### src/rtl/core/impd_pkg.sv
// Shared types, constants and a helper function of the interrupt dispatch unit.
package impd_pkg;

    // Command codes
    typedef enum logic [1:0] {
        CMD_MASK     = 2'd0,
        CMD_UNMASK   = 2'd1,
        CMD_DISPATCH = 2'd2
    } t_cmd;

    // Interrupt word bits owned by each device group
    localparam logic [31:0] GRP_MI   = 32'hF800_0000;
    localparam logic [31:0] GRP_DSP  = 32'h0700_0000;
    localparam logic [31:0] GRP_AI   = 32'h0080_0000;
    localparam logic [31:0] GRP_EXI0 = 32'h0070_0000;
    localparam logic [31:0] GRP_EXI1 = 32'h000E_0000;
    localparam logic [31:0] GRP_EXI2 = 32'h0001_8000;
    localparam logic [31:0] GRP_PI   = 32'h0000_7FF0;

    localparam logic [14:0] PI_FIXED   = 15'h00F0;
    localparam logic [31:0] MASK_RESET = 32'hFFFF_FFF0;

    // Fixed dispatch priority, first entry wins
    localparam int PRIO_DEPTH = 12;
    localparam logic [31:0] PRIO_TABLE [0:PRIO_DEPTH-1] = '{
        32'h0000_0100, 32'h0000_0040, 32'hF800_0000, 32'h0000_0200,
        32'h0000_0080, 32'h0000_0010, 32'h0000_3000, 32'h0000_0020,
        32'h03FF_8C00, 32'h0400_0000, 32'h0000_4000, 32'hFFFF_FFFF
    };

    // Device enable images
    typedef struct packed {
        logic [4:0]  mi;
        logic [8:0]  dsp;
        logic [2:0]  ai;
        logic [10:0] exi0;
        logic [10:0] exi1;
        logic [2:0]  exi2;
        logic [14:0] pi;
    } t_en;

    localparam t_en EN_RESET = '{
        mi: 5'd0, dsp: 9'd0, ai: 3'd0, exi0: 11'd0, exi1: 11'd0, exi2: 3'd0,
        pi: PI_FIXED
    };

    // Dispatch outcome
    typedef struct packed {
        logic       found;
        logic [4:0] number;
    } t_irq;

    // Leading-zero count of a 32-bit word, zero for an all-zero word
    function automatic logic [4:0] lzc32(input logic [31:0] v);
        logic [4:0] res;
        res = 5'd0;
        for (int i = 0; i < 32; i++) begin
            if (v[i]) begin
                res = 5'(31 - i);
            end
        end
        return res;
    endfunction

endpackage

### src/rtl/core/impd_mask_upd.sv
// Masked set and device enable registers with their mask and unmask update.
module impd_mask_upd (
    input  logic               i_clk,
    input  logic               i_rst_n,
    input  logic               i_advance,
    input  logic [1:0]         i_cmd,
    input  logic [31:0]        i_user_mask,
    input  logic [31:0]        i_cur_mask,
    output logic [31:0]        o_masked_set,
    output impd_pkg::t_en      o_en,
    output impd_pkg::t_en      o_en_next
);
    import impd_pkg::*;

    logic [31:0] r_masked_set;
    logic [31:0] n_masked_set;
    t_en         r_en;
    t_en         n_en;
    logic [31:0] eff_old;
    logic [31:0] touched;
    logic [31:0] open_bits;

    // Work out the new masked set and the groups whose state moves
    always_comb begin
        eff_old = r_masked_set | i_cur_mask;
        case (i_cmd)
            CMD_MASK: begin
                touched      = i_user_mask & ~eff_old;
                n_masked_set = r_masked_set | i_user_mask;
            end
            CMD_UNMASK: begin
                touched      = i_user_mask & eff_old;
                n_masked_set = r_masked_set & ~i_user_mask;
            end
            default: begin
                touched      = 32'd0;
                n_masked_set = r_masked_set;
            end
        endcase
        open_bits = ~(n_masked_set | i_cur_mask);
    end

    // Rebuild the enable image of every touched group
    always_comb begin
        n_en = r_en;
        if ((touched & GRP_MI) != 32'd0) begin
            n_en.mi = {open_bits[27], open_bits[28], open_bits[29],
                       open_bits[30], open_bits[31]};
        end
        if ((touched & GRP_DSP) != 32'd0) begin
            n_en.dsp    = 9'd0;
            n_en.dsp[4] = open_bits[26];
            n_en.dsp[6] = open_bits[25];
            n_en.dsp[8] = open_bits[24];
        end
        if ((touched & GRP_AI) != 32'd0) begin
            n_en.ai    = 3'd0;
            n_en.ai[2] = open_bits[23];
        end
        if ((touched & GRP_EXI0) != 32'd0) begin
            n_en.exi0     = 11'd0;
            n_en.exi0[0]  = open_bits[22];
            n_en.exi0[2]  = open_bits[21];
            n_en.exi0[10] = open_bits[20];
        end
        if ((touched & GRP_EXI1) != 32'd0) begin
            n_en.exi1     = 11'd0;
            n_en.exi1[0]  = open_bits[19];
            n_en.exi1[2]  = open_bits[18];
            n_en.exi1[10] = open_bits[17];
        end
        if ((touched & GRP_EXI2) != 32'd0) begin
            n_en.exi2    = 3'd0;
            n_en.exi2[0] = open_bits[16];
            n_en.exi2[2] = open_bits[15];
        end
        if ((touched & GRP_PI) != 32'd0) begin
            n_en.pi     = PI_FIXED;
            n_en.pi[11] = open_bits[14];
            n_en.pi[3]  = open_bits[11];
            n_en.pi[2]  = open_bits[10];
            n_en.pi[1]  = open_bits[9];
            n_en.pi[0]  = open_bits[8];
            n_en.pi[8]  = open_bits[7];
            n_en.pi[12] = open_bits[6];
            n_en.pi[9]  = open_bits[13];
            n_en.pi[10] = open_bits[12];
            n_en.pi[13] = open_bits[5];
            n_en.pi[14] = open_bits[4];
        end
    end

    // Commit the state as the transaction moves to the result register
    always_ff @(posedge i_clk) begin
        if (!i_rst_n) begin
            r_masked_set <= MASK_RESET;
            r_en         <= EN_RESET;
        end else if (i_advance) begin
            r_masked_set <= n_masked_set;
            r_en         <= n_en;
        end
    end

    assign o_masked_set = r_masked_set;
    assign o_en         = r_en;
    assign o_en_next    = n_en;

endmodule

### src/rtl/core/impd_dispatch.sv
// Cause gathering and fixed-priority selection for a dispatch command.
module impd_dispatch (
    input  logic               i_enable,
    input  logic [16:0]        i_pi_cause,
    input  logic [4:0]         i_mi_status,
    input  logic [8:0]         i_dsp_status,
    input  logic [3:0]         i_ai_status,
    input  logic [11:0]        i_exi0_status,
    input  logic [11:0]        i_exi1_status,
    input  logic [3:0]         i_exi2_status,
    input  logic [14:0]        i_pi_en,
    input  logic [31:0]        i_eff_mask,
    output impd_pkg::t_irq     o_irq
);
    import impd_pkg::*;

    logic [15:0] intsr;
    logic        pending;
    logic [31:0] cause;
    logic [31:0] live;
    logic [31:0] sel;
    logic        hit_any;

    // Gather cause bits from the processor interface and device status
    always_comb begin
        intsr   = i_pi_cause[15:0];
        pending = (intsr != 16'd0) && ((intsr & {1'b0, i_pi_en}) != 16'd0);
        cause   = 32'd0;
        if (intsr[7]) begin
            cause[31] = i_mi_status[0];
            cause[30] = i_mi_status[1];
            cause[29] = i_mi_status[2];
            cause[28] = i_mi_status[3];
            cause[27] = i_mi_status[4];
        end
        if (intsr[6]) begin
            cause[26] = i_dsp_status[3];
            cause[25] = i_dsp_status[5];
            cause[24] = i_dsp_status[7];
        end
        if (intsr[5]) begin
            cause[23] = i_ai_status[3];
        end
        if (intsr[4]) begin
            cause[22] = i_exi0_status[1];
            cause[21] = i_exi0_status[3];
            cause[20] = i_exi0_status[11];
            cause[19] = i_exi1_status[1];
            cause[18] = i_exi1_status[3];
            cause[17] = i_exi1_status[11];
            cause[16] = i_exi2_status[1];
            cause[15] = i_exi2_status[3];
        end
        cause[5]  = cause[5]  | intsr[13];
        cause[6]  = cause[6]  | intsr[12];
        cause[12] = cause[12] | intsr[10];
        cause[13] = cause[13] | intsr[9];
        cause[7]  = cause[7]  | intsr[8];
        cause[11] = cause[11] | intsr[3];
        cause[10] = cause[10] | intsr[2];
        cause[9]  = cause[9]  | intsr[1];
        cause[14] = cause[14] | intsr[11];
        cause[8]  = cause[8]  | intsr[0];
        cause[4]  = cause[4]  | intsr[14];
        live = cause & ~i_eff_mask;
    end

    // Take the first priority entry that hits
    always_comb begin
        sel     = 32'd0;
        hit_any = 1'b0;
        for (int i = 0; i < PRIO_DEPTH; i++) begin
            if (!hit_any && ((live & PRIO_TABLE[i]) != 32'd0)) begin
                sel     = live & PRIO_TABLE[i];
                hit_any = 1'b1;
            end
        end
        o_irq.found  = i_enable && pending && hit_any;
        o_irq.number = o_irq.found ? lzc32(sel) : 5'd0;
    end

endmodule

### src/rtl/core/interrupt_mask_and_priority_dispatch_unit.sv
// Interrupt mask and priority dispatch unit, top level.
// Each transaction is one command: mask (0) or unmask (1) bits of the
// 32-bit logical interrupt word (interrupt n is bit 31-n), or dispatch (2)
// the highest-priority unmasked pending interrupt from the device status
// fields. Every command yields exactly one result with the masked set
// before the command and the device enable images after it. A command is
// taken into an input register, evaluated by combinational remap and
// priority logic, and lands in a result register once that is free,
// raising o_valid; one command per cycle is sustained while i_stall is
// low. A stalled result holds the input register, and o_stall is raised
// only while both registers are full and i_stall is high. The user must
// write the current_mask register through i_cfg_wr_en/i_cfg_wr_data
// only while no command is in flight; the block does not enforce it.
module interrupt_mask_and_priority_dispatch_unit (
    input  logic        i_clk,
    input  logic        i_rst_n,
    input  logic        i_cfg_wr_en,
    input  logic [31:0] i_cfg_wr_data,
    input  logic        i_valid,
    output logic        o_stall,
    input  logic [1:0]  i_cmd,
    input  logic [31:0] i_user_mask,
    input  logic [16:0] i_pi_cause,
    input  logic [4:0]  i_mi_status,
    input  logic [8:0]  i_dsp_status,
    input  logic [3:0]  i_ai_status,
    input  logic [11:0] i_exi0_status,
    input  logic [11:0] i_exi1_status,
    input  logic [3:0]  i_exi2_status,
    output logic        o_valid,
    input  logic        i_stall,
    output logic [31:0] o_old_masked_set,
    output logic [4:0]  o_mi_enable,
    output logic [8:0]  o_dsp_enable,
    output logic [2:0]  o_ai_enable,
    output logic [10:0] o_exi0_enable,
    output logic [10:0] o_exi1_enable,
    output logic [2:0]  o_exi2_enable,
    output logic [14:0] o_pi_enable,
    output logic        o_irq_found,
    output logic [4:0]  o_irq_number
);
    import impd_pkg::*;

    logic [31:0] r_cur_mask;
    logic        r_in_valid;
    logic [1:0]  r_in_cmd;
    logic [31:0] r_in_user_mask;
    logic [16:0] r_in_pi_cause;
    logic [4:0]  r_in_mi_status;
    logic [8:0]  r_in_dsp_status;
    logic [3:0]  r_in_ai_status;
    logic [11:0] r_in_exi0_status;
    logic [11:0] r_in_exi1_status;
    logic [3:0]  r_in_exi2_status;
    logic        r_out_valid;
    logic [31:0] r_out_old;
    t_en         r_out_en;
    t_irq        r_out_irq;

    logic        out_free;
    logic        advance;
    logic        in_accept;
    logic [31:0] masked_set;
    t_en         en_cur;
    t_en         en_next;
    t_irq        irq;

    // Handshake: the result register frees when empty or taken
    assign out_free  = !r_out_valid || !i_stall;
    assign advance   = r_in_valid && out_free;
    assign o_stall   = r_in_valid && !out_free;
    assign in_accept = i_valid && !o_stall;

    // Hold the context mask register
    always_ff @(posedge i_clk) begin
        if (!i_rst_n) begin
            r_cur_mask <= 32'd0;
        end else if (i_cfg_wr_en) begin
            r_cur_mask <= i_cfg_wr_data;
        end
    end

    // Capture the accepted transaction
    always_ff @(posedge i_clk) begin
        if (!i_rst_n) begin
            r_in_valid <= 1'b0;
        end else begin
            r_in_valid <= in_accept || (r_in_valid && !advance);
        end
    end

    always_ff @(posedge i_clk) begin
        if (in_accept) begin
            r_in_cmd         <= i_cmd;
            r_in_user_mask   <= i_user_mask;
            r_in_pi_cause    <= i_pi_cause;
            r_in_mi_status   <= i_mi_status;
            r_in_dsp_status  <= i_dsp_status;
            r_in_ai_status   <= i_ai_status;
            r_in_exi0_status <= i_exi0_status;
            r_in_exi1_status <= i_exi1_status;
            r_in_exi2_status <= i_exi2_status;
        end
    end

    impd_mask_upd u_mask_upd (
        .i_clk        (i_clk),
        .i_rst_n      (i_rst_n),
        .i_advance    (advance),
        .i_cmd        (r_in_cmd),
        .i_user_mask  (r_in_user_mask),
        .i_cur_mask   (r_cur_mask),
        .o_masked_set (masked_set),
        .o_en         (en_cur),
        .o_en_next    (en_next)
    );

    impd_dispatch u_dispatch (
        .i_enable      (r_in_cmd == CMD_DISPATCH),
        .i_pi_cause    (r_in_pi_cause),
        .i_mi_status   (r_in_mi_status),
        .i_dsp_status  (r_in_dsp_status),
        .i_ai_status   (r_in_ai_status),
        .i_exi0_status (r_in_exi0_status),
        .i_exi1_status (r_in_exi1_status),
        .i_exi2_status (r_in_exi2_status),
        .i_pi_en       (en_cur.pi),
        .i_eff_mask    (masked_set | r_cur_mask),
        .o_irq         (irq)
    );

    // Advance the result register
    always_ff @(posedge i_clk) begin
        if (!i_rst_n) begin
            r_out_valid <= 1'b0;
        end else if (out_free) begin
            r_out_valid <= r_in_valid;
        end
    end

    always_ff @(posedge i_clk) begin
        if (advance) begin
            r_out_old <= masked_set;
            r_out_en  <= en_next;
            r_out_irq <= irq;
        end
    end

    assign o_valid          = r_out_valid;
    assign o_old_masked_set = r_out_old;
    assign o_mi_enable      = r_out_en.mi;
    assign o_dsp_enable     = r_out_en.dsp;
    assign o_ai_enable      = r_out_en.ai;
    assign o_exi0_enable    = r_out_en.exi0;
    assign o_exi1_enable    = r_out_en.exi1;
    assign o_exi2_enable    = r_out_en.exi2;
    assign o_pi_enable      = r_out_en.pi;
    assign o_irq_found      = r_out_irq.found;
    assign o_irq_number     = r_out_irq.number;

endmodule

### config.mk
export PLATFORM = sky130hd
export DESIGN_NAME = interrupt_mask_and_priority_dispatch_unit
export DESIGN_NICKNAME = d
export VERILOG_FILES = /design/src/rtl/core/impd_pkg.sv /design/src/rtl/core/impd_mask_upd.sv /design/src/rtl/core/impd_dispatch.sv /design/src/rtl/core/interrupt_mask_and_priority_dispatch_unit.sv
export SDC_FILE = /design/constraint.sdc
export NUM_CORES = 1
export LEC_CHECK = 0
export ABC_AREA = 1
export BUFFER_PORTS_ARGS = -buffer_cell sky130_fd_sc_hd__buf_2
export CAP_MARGIN = 15
export CORE_ASPECT_RATIO = 1.5
export CORE_MARGIN = 3
export CORE_UTILIZATION = 59
export CTS_CLUSTER_SIZE = 16
export DETAILED_ROUTE_END_ITERATION = 8
export HOLD_SLACK_MARGIN = 0.12
export PLACE_DENSITY = 0.84
export SLEW_MARGIN = 20
export SYNTH_ARGS = -nofsm -noshare
export SYNTH_HDL_FRONTEND = slang
export SYNTH_SLANG_ARGS = --single-unit
### constraint.sdc
create_clock -name i_clk -period 10.9 [get_ports i_clk]
set_input_delay 1.09 -clock i_clk [delete_from_list [all_inputs] [get_ports i_clk]]
set_output_delay 1.09 -clock i_clk [all_outputs]
set_load 0.05 [all_outputs]
-- After elaboration in Yosys (flattened, before gate mapping)
Index checks and enable logic that the tools add are counted.
- input bits: 134
- output and inout bits: 97
- word-level logic and storage cells: 170
- register bits after elaboration: 313
- multiplexer cells: 68
- equal/unequal tests: 2
- bitwise logic cells: 12
- reductions and logical operators: 54
- operator list (kind ; number):
    $mux W32 ; 11
    $reduce_bool A32 Y1 ; 10
    $and A32 B32 Y32 ; 4
    $pmux W32 S2 ; 2
    $not A32 Y32 ; 3
    $or A32 B32 Y32 ; 3
    $mux W5 ; 18
    $mux W4 ; 8
    $reduce_bool A16 Y1 ; 2
    $mux W11 ; 2
    $mux W3 ; 7
    $logic_and A1 B1 Y1 ; 18
    $mux W9 ; 2
    $reduce_or A17 Y1 ; 1
    $and A16 B15 Y16 ; 1
    $logic_not A1 Y1 ; 16
    $mux W15 ; 1
    $mux W1 ; 14
    $reduce_or A9 Y1 ; 1
    $mux W8 ; 1
    $reduce_or A5 Y1 ; 1
    $mux W2 ; 2
    $reduce_or A3 Y1 ; 1
    $eq A2 B1 Y1 const B ; 1
    other kinds (5) ; 6

-- Logic depth before layout (Yosys ltp)
Gate-level depths: netlist (run 1).
- depth after elaboration: 68
- mapped depth: 27

-- Hierarchy
Synthesis (run 1) repeated with hierarchy kept, for this count alone.
- cell total of the unflattened synthesis: 1417
- area total of the unflattened synthesis: 13369.1 sq um
- modules (own cells, without submodules) (module ; seq. area each (sq um) ; area an instance (sq um) ; instances ; cells an instance):
    interrupt_mask_and_priority_dispatch_unit ; 6446.2 ; 7175.6 ; 1 ; 377
    impd_mask_upd ; 1781.7 ; 5282.6 ; 1 ; 843
    impd_dispatch ; 0.0 ; 910.9 ; 1 ; 197

-- Worst setup path after synthesis (run 1)
No wires, ideal clock.
- path kind: input port to flip-flop
- start: input port i_stall
- end: register r_out_en (netlist bit o_ai_enable[0]), enable pin
- stages: 5
- required time: 10404 ps
- setup slack: 5996 ps
- path buffers: 2
- library setup time: 496 ps
- data arrival time: 4408 ps
- path through: nand2_1 > inv_1 > nor2_1 > clkbuf_1 > clkbuf_1
- longest elaborated chain between the ends: 3
- RTL lines (element ; line ; RTL):
    from (decl) ; interrupt_mask_and_priority_dispatch_unit.sv:31 ; input logic i_stall,
    $logic_not A1 Y1 ; interrupt_mask_and_priority_dispatch_unit.sv:70 ; assign out_free = !r_out_valid || !i_stall;
    $logic_or A1 B1 Y1 ; interrupt_mask_and_priority_dispatch_unit.sv:70 ;
    $logic_and A1 B1 Y1 ; interrupt_mask_and_priority_dispatch_unit.sv:71 ; assign advance = r_in_valid && out_free;
    net advance ; interrupt_mask_and_priority_dispatch_unit.sv:62 ; logic advance;
    to (signal assigned) ; interrupt_mask_and_priority_dispatch_unit.sv:145 ; r_out_en <= en_next;
    to (decl) ; interrupt_mask_and_priority_dispatch_unit.sv:58 ; t_en r_out_en;
The timed path passes the listed nets, and every way through them passes these cells.
A chain may end at the register's enable or synchronous reset.

==> run summary, run 1 <==
====================================================================================
Max_cap viols                                                                      0
Total CTS buffers                                                                 25
Count of warnings emitted by yosys                                                 0
Pre-Repair DR Iteration Count                                                      7
Final cell count without fillers                                               1,683
Required @ worst endpoint                                                   11.21 ns
Endpoint of the worst hold path                                         o_old_masked_set[2]
Worst slew pin tran                                                         0.895 ns
Sequential-to-total area share from yosys stat                                 0.624
Final routed DRC violation total                                                   0
Initial core utilization                                                       0.602
Setup-failing EPs final                                                            0
Leading cell type in the layout, fill and taps excluded                 sky130_fd_sc_hd__buf_2
Count of inserted antenna diode cells                                              0
Crit path capture type                                                      register
Aggregate global-route resource usage                                          0.252
Met3 capacity usage during global routing                                     0.0309
Final Hold Vio Count                                                               0
Clock latency of the later-clocked register in the worst-skew pair           0.52 ns
Routed via count divided by cell count                                          5.35
Global-route wire length before repair                                     42,600 um
Root cell of the clock tree                                             sky130_fd_sc_hd__clkbuf_16
Weighted congestion at the end of routability-driven global placement          0.887
CTS tree                                                                        done
Worst flop-to-flop path endpoint                                        o_pi_enable[9]
Count of input and output buffers                                                195
Met1 GRT Util                                                                  0.312
Total of flip-flops plus latches after synthesis                                 280
Unrepaired setup endpoints after global routing                                   no
Post-Syn Nets                                                                  1,357
PostCTS Resize Cnt                                                                 0
WL/cell                                                                      16.2 um
Clock transition at path regs                                                0.07 ns
Post-Route Skew                                                            0.0128 ns
Syn Inst Count                                                                 1,223
Count of nets after finishing                                                  1,543
I/O pin cnt                                                                      231
Area after DPL                                                          12,800 sq um
Share of cells above drive strength 1                                          0.210
GRT overflow                                                                       0
Total number of vias                                                           9,003
Hold Crit Depth                                                                    0
Via count of the first global-routing pass                                     8,491
Power Total                                                                  2.40 mW
Die height                                                                    178 um
Register-to-register setup slack                                             7.41 ns
Clock Tree Buf Depth                                                               3
Leading cell types in the layout, fill and taps excluded                195 x sky130_fd_sc_hd__buf_2, 184 x sky130_fd_sc_hd__nand2_1, 171 x sky130_fd_sc_hd__inv_1, 162 x sky130_fd_sc_hd__nor2_1, 161 x sky130_fd_sc_hd__edfxtp_1
Mean instance size in the synthesized netlist                             9.46 sq um
Area of the core region                                                 19,200 sq um
Initial antenna violation count                                                    0
Maximum number of pins on one net before global-route repair                      77
F_max                                                                        287 MHz
Standby leakage power                                                        6.19 nW
WS Path Type                                                            register to register
Number of hold buffers added after CTS                                             0
M2 GR Usage                                                                    0.436
Number of placement rows                                                          62
Final design area excluding fillers                                     13,600 sq um
Peak supply drop                                                          0.000137 V
Final Max Slew Viols                                                               0
Number of flops mapped to enable cells by yosys                                  161
Post-CTS Setup Bufs                                                                0
Starting DRC count in detailed routing                                           894
H-tree Lvls                                                                        1
FFs w/ async S/R, synth                                                            0
Final HPWL DP                                                              19,200 um
Top_reg_cell synth                                                      sky130_fd_sc_hd__edfxtp_1
Setup TNS                                                                       0 ns
Worst Path Max Fanout                                                             25
Area overhead of the layout relative to synthesis                              17.6%
Startpoint type of the worst setup path                                     register
Antenna Nets Post-Route                                                            0
Hold Path Class                                                         register to register
Number of clock sinks seen by CTS                                                280
Count of different cell masters after synthesis                                   47
Final standard cell utilization of the core                                    0.707
Worst Reg-to-Reg Cells                                                            12
Worst-case headroom to the max-slew limit                                      0.403
Data arrival time at the worst-slack endpoint                                3.80 ns
Startpoint of the most critical register-to-register path                r_in_cmd[0]
Post-synth design cell area                                             11,600 sq um
Die area                                                                21,400 sq um
Total placed cells including tap cells                                         1,638
Cell area power density                                                  176 nW/um^2
Total length of routed wires                                               27,300 um
Fin crit share                                                                 0.320
Clock period minus worst slack                                               3.49 ns
Peak-usage layer in the global routing report                                   met2
Horizontal die dimension                                                      120 um
Result of the run                                                       finished, final reports clean
====================================================================================
[how the worst max path moves through the flow]
| stage | from | depth (start not counted) | endpoint | slack, ns |
|---|---|---|---|---|
| 6_report | r_in_cmd[0] | 12 | o_pi_enable[9] | 7.41 |
| 5_1_grt | r_in_cmd[0] | 13 | o_pi_enable[9] | 7.20 |
| 4_1_cts | r_in_cmd[0] | 13 | o_pi_enable[9] | 7.53 |
| 3_5_place_dp | r_in_cmd[0] | 13 | o_pi_enable[9] | 7.55 |
| 3_3_place_gp | r_in_cmd[0] | 13 | o_pi_enable[9] | 7.61 |
| 2_1_floorplan | i_stall | 5 | o_ai_enable[0] | 6.00 |
[cell families after synthesis]
logic type	Yosys count	synth area share
mux	1	0.000865
xor+xnor	8	0.00605
compound gates	231	0.112
simple gates	467	0.178
buf+inv	236	0.0793
flops	280	0.624
[critical path, stage by stage (launching register included)]
cell                        delay [ns]
sky130_fd_sc_hd__edfxtp_1         0.32
sky130_fd_sc_hd__buf_4            0.34
sky130_fd_sc_hd__inv_2            0.28
sky130_fd_sc_hd__nor2_4           0.53
sky130_fd_sc_hd__a21oi_1          0.12
sky130_fd_sc_hd__o21ai_0          0.12
sky130_fd_sc_hd__o2111ai_1        0.14
sky130_fd_sc_hd__a221oi_1         0.27
sky130_fd_sc_hd__nand2_1          0.10
sky130_fd_sc_hd__a21o_1           0.18
sky130_fd_sc_hd__nand2_2          0.34
sky130_fd_sc_hd__inv_1            0.21
sky130_fd_sc_hd__o21ai_0          0.32
[registers in the layout, summed over array words and instances, names as in the netlist, 2 cells and up, named ones only]
register	flops
o_ai_enable	3
o_dsp_enable	9
o_exi0_enable	11
o_exi1_enable	11
o_exi2_enable	3
o_irq_number	5
o_mi_enable	5
o_old_masked_set	32
o_pi_enable	15
r_cur_mask	28
r_in_cmd	2
r_in_dsp_status	3
r_in_exi0_status	3
r_in_exi1_status	3
r_in_exi2_status	2
r_in_mi_status	5
r_in_pi_cause	15
r_in_user_mask	32
u_mask_upd.o_en	57
u_mask_upd.o_masked_set	28
[cells in the mapped netlist (2+ instances only)]
master,n,share of area
sky130_fd_sc_hd__edfxtp_1,161,0.42
sky130_fd_sc_hd__inv_2,14,0.0045
sky130_fd_sc_hd__o31ai_1,12,0.0078
sky130_fd_sc_hd__o21ai_0,114,0.049
sky130_fd_sc_hd__inv_4,2,0.0011
sky130_fd_sc_hd__o22ai_1,2,0.0011
sky130_fd_sc_hd__buf_4,5,0.0032
sky130_fd_sc_hd__dfxtp_1,119,0.21
sky130_fd_sc_hd__a211oi_1,2,0.0013
sky130_fd_sc_hd__nand2_4,2,0.0019
sky130_fd_sc_hd__nand3_1,70,0.030
sky130_fd_sc_hd__nand2_2,19,0.010
sky130_fd_sc_hd__a221oi_1,11,0.0083
sky130_fd_sc_hd__nand2_1,184,0.060
sky130_fd_sc_hd__o21ai_1,7,0.0030
sky130_fd_sc_hd__nand3b_1,7,0.0045
sky130_fd_sc_hd__inv_1,172,0.056
sky130_fd_sc_hd__a21o_1,4,0.0026
sky130_fd_sc_hd__a22o_1,2,0.0015
sky130_fd_sc_hd__clkbuf_1,35,0.011
sky130_fd_sc_hd__nand4_1,7,0.0038
sky130_fd_sc_hd__a21oi_1,63,0.027
sky130_fd_sc_hd__nor2_4,3,0.0029
sky130_fd_sc_hd__buf_1,4,0.0013
sky130_fd_sc_hd__xnor2_1,2,0.0015
sky130_fd_sc_hd__xor2_1,6,0.0045
sky130_fd_sc_hd__nor2_8,3,0.0052
sky130_fd_sc_hd__nor2_2,4,0.0022
sky130_fd_sc_hd__clkinv_1,2,0.00065
sky130_fd_sc_hd__nor2_1,163,0.053
sky130_fd_sc_hd__o21bai_1,6,0.0039
[per-stage QoR]
| step | worst slack (ns) | hold WS, ns |
|---|---|---|
| final | 7.41 | 0.431 |
| after global routing | 7.20 | 0.456 |
| after CTS | 7.53 | 0.434 |
| after detailed placement | 7.55 | 0.421 |
| after global placement | 7.61 | 0.412 |
| after floorplan | 6.00 | 0.403 |
[report_power, final]
group | total [mW] | internal, mW | switching (mW)
logic | 0.280 | 0.0780 | 0.202
registers | 1.21 | 1.18 | 0.0317
clock network | 0.911 | 0.540 | 0.372
total | 2.40 | 1.79 | 0.606
[layer usage]
| metal | wire length [um] | vias to the layer above | part of all wire |
|---|---|---|---|
| li1 | - | 4400 | - |
| met1 | 10500 | 4124 | 0.39 |
| met2 | 13600 | 407 | 0.50 |
| met3 | 1830 | 72 | 0.067 |
| met4 | 1310 | 0 | 0.048 |
| met5 | 0 | - | 0 |
[layout make-up]
| type | instances | area [sq um] |
|---|---|---|
| repair buffers | 205 | 1050 |
| clock buffers | 33 | 686 |
| clock inverters | 12 | 171 |
| inverters | 190 | 718 |
| multi-input cells | 707 | 3450 |
| flip-flops and latches | 280 | 7220 |
| well taps | 256 | 320 |
| fillers | 1446 | 5630 |
Note: power is estimated with default switching activity, not from simulation.
==> inputs of run 2 (changes only) <==
--- a/config.mk
+++ b/config.mk
@@ -10,11 +10,11 @@
 export CAP_MARGIN = 15
 export CORE_ASPECT_RATIO = 1.5
 export CORE_MARGIN = 3
-export CORE_UTILIZATION = 59
+export CORE_UTILIZATION = 50
 export CTS_CLUSTER_SIZE = 16
 export DETAILED_ROUTE_END_ITERATION = 8
 export HOLD_SLACK_MARGIN = 0.12
-export PLACE_DENSITY = 0.84
+export PLACE_DENSITY = 0.75
 export SLEW_MARGIN = 20
 export SYNTH_ARGS = -nofsm -noshare
 export SYNTH_HDL_FRONTEND = slang
==> constraint.sdc (replaced) <==
create_clock -name i_clk -period 3 [get_ports i_clk]
set_input_delay 0.3 -clock i_clk [delete_from_list [all_inputs] [get_ports i_clk]]
set_output_delay 0.3 -clock i_clk [all_outputs]
set_load 0.05 [all_outputs]
==> run summary, run 2 (synthesized netlist as in run 1, its figures left out) <==
====================================================================================
Data arrival time at the worst-slack endpoint                                2.97 ns
M2 GR Usage                                                                    0.408
Leading cell types in the layout, fill and taps excluded                195 x sky130_fd_sc_hd__buf_2, 184 x sky130_fd_sc_hd__nand2_1, 171 x sky130_fd_sc_hd__inv_1, 162 x sky130_fd_sc_hd__nor2_1, 161 x sky130_fd_sc_hd__edfxtp_1
Worst-case headroom to the max-slew limit                                      0.489
I/O pin cnt                                                                      231
Startpoint type of the worst setup path                                     register
Peak-usage layer in the global routing report                                   met2
Total number of vias                                                           9,451
Clock Tree Buf Depth                                                               3
Setup slack after placement                                                 0.258 ns
Standby leakage power                                                        6.65 nW
Routed via count divided by cell count                                          5.20
WS Path Type                                                            register to register
Register-to-register setup slack                                             0.38 ns
Final cell count without fillers                                               1,818
Crit path capture type                                                      register
Number of clock sinks seen by CTS                                                280
F_max                                                                        382 MHz
Setup-failing EPs final                                                            0
Fin crit share                                                                 0.873
Required @ worst endpoint                                                    3.35 ns
Total length of routed wires                                               30,000 um
Initial antenna violation count                                                    0
Horizontal die dimension                                                      130 um
Met1 GRT Util                                                                  0.295
Final routed DRC violation total                                                   0
Startpoint of the most critical register-to-register path               u_mask_upd.o_masked_set[27]
Worst slew pin tran                                                         0.766 ns
Met3 capacity usage during global routing                                     0.0366
Area of the core region                                                 22,600 sq um
Startpoint of the worst hold path                                       i_cfg_wr_data[4]
Max_cap viols                                                                      0
Area after DPL                                                          12,900 sq um
Clock period minus worst slack                                               2.62 ns
Final design area excluding fillers                                     14,700 sq um
Setup TNS                                                                       0 ns
Die height                                                                    192 um
Worst Reg-to-Reg Cells                                                            11
Starting DRC count in detailed routing                                           585
Die area                                                                25,000 sq um
Final Hold Vio Count                                                               0
Cell area power density                                                  590 nW/um^2
Final HPWL DP                                                              20,500 um
Count of nets after finishing                                                  1,657
Leading cell type in the layout, fill and taps excluded                 sky130_fd_sc_hd__buf_2
Final Hold Slack                                                            0.154 ns
Fillers                                                                        1,745
Antenna Nets Post-Route                                                            0
Worst Path Max Fanout                                                              5
Hold Path Class                                                         input pin to register
WL/cell                                                                      16.5 um
Worst Setup Slack, final                                                    0.382 ns
PostCTS Resize Cnt                                                                 0
Clock latency of the later-clocked register in the worst-skew pair           0.54 ns
CTS tree                                                                        done
H-tree Lvls                                                                        1
Peak supply drop                                                          0.000510 V
Largest register FFs                                                              57
Count of input and output buffers                                                195
Worst flop-to-flop path endpoint                                        o_irq_number[4]
Number of placement rows                                                          67
Final Max Slew Viols                                                               0
Root cell of the clock tree                                             sky130_fd_sc_hd__clkbuf_16
Unrepaired setup endpoints after global routing                                   no
Total placed cells including tap cells                                         1,673
Hold Crit Depth                                                                    3
Post-Route Skew                                                            0.0256 ns
Total CTS buffers                                                                 26
Share of cells above drive strength 1                                          0.204
Initial core utilization                                                       0.513
Clock transition at path regs                                                0.07 ns
Endpoint of the worst hold path                                         r_cur_mask[4]
Aggregate global-route resource usage                                          0.241
Maximum number of pins on one net before global-route repair                      76
GRT overflow                                                                       0
Via count of the first global-routing pass                                     9,308
Global-route wire length before repair                                     47,200 um
Weighted congestion at the end of routability-driven global placement          0.898
Result of the run                                                       finished, final reports clean
Area overhead of the layout relative to synthesis                              27.0%
Pre-Repair DR Iteration Count                                                      5
====================================================================================
==> run 2: final cells by class <==
class / count / area, sq um / area share
antenna: 1 / 2.50 / 0.000170
tap: 276 / 345 / 0.0235
sequential: 280 / 7220 / 0.491
multi-input combinational: 707 / 3450 / 0.235
clock buffer: 36 / 718 / 0.0489
timing repair buffer: 318 / 2160 / 0.147
clock inverter: 10 / 88.8 / 0.00604
inverter: 190 / 718 / 0.0489
==> run 2: report_power, final <==
group	leakage (nW)	internal [mW]	switching (mW)	total, mW
Sequential	2.52	4.27	0.116	4.39
Combinational	3.74	0.386	0.763	1.15
Clock	0.390	1.76	1.37	3.13
==> run 2: stage by stage <==
stage | power, mW | util
finish | 8.67 | 0.652
global route | 9.01 | 0.652
CTS | 8.70 | 0.651
detailed placement | 5.51 | 0.573
global placement | 5.48 | 0.573
floorplan | 5.17 | -
==> run 2: repair_timing <==
action | 4_1_cts | 5_1_grt
hold buffers | 95 | 0
setup buffers | 0 | 3
endpoints found under the hold margin | 95 | 0
endpoints found under the setup margin | 0 | 1
==> run 2: metal layers <==
metal,up-vias,share of wire
li1,4622,-
met1,4340,0.39
met5,-,0
met2,380,0.49
met3,109,0.065
met4,0,0.055
==> run 2: how the worst max path moves through the flow <==
stage	from	end	slack, ns	cells past startpoint
floorplan	o_valid	r_in_ai_status[3]	0.02	5
global placement	r_in_pi_cause[4]	o_irq_number[0]	0.27	24
detailed placement	r_in_pi_cause[4]	o_irq_number[0]	0.26	24
CTS	r_in_pi_cause[4]	o_irq_number[0]	0.25	24
global route	r_in_pi_cause[4]	o_irq_number[0]	0.07	25
finish	u_mask_upd.o_masked_set[27]	o_irq_number[4]	0.38	11
==> run 2: worst max-delay path, cell delays in order, from the launching register on <==
cell and delay (ns):
sky130_fd_sc_hd__dfxtp_1 0.33, sky130_fd_sc_hd__nor2_1 0.28, sky130_fd_sc_hd__nand3_1 0.32, sky130_fd_sc_hd__nand3_4 0.22
sky130_fd_sc_hd__nor2_8 0.06, sky130_fd_sc_hd__inv_4 0.08, sky130_fd_sc_hd__nor2_1 0.06, sky130_fd_sc_hd__a311oi_2 0.33
sky130_fd_sc_hd__o21ai_1 0.16, sky130_fd_sc_hd__nor2_1 0.20, sky130_fd_sc_hd__nand3_1 0.13, sky130_fd_sc_hd__a211oi_1 0.25
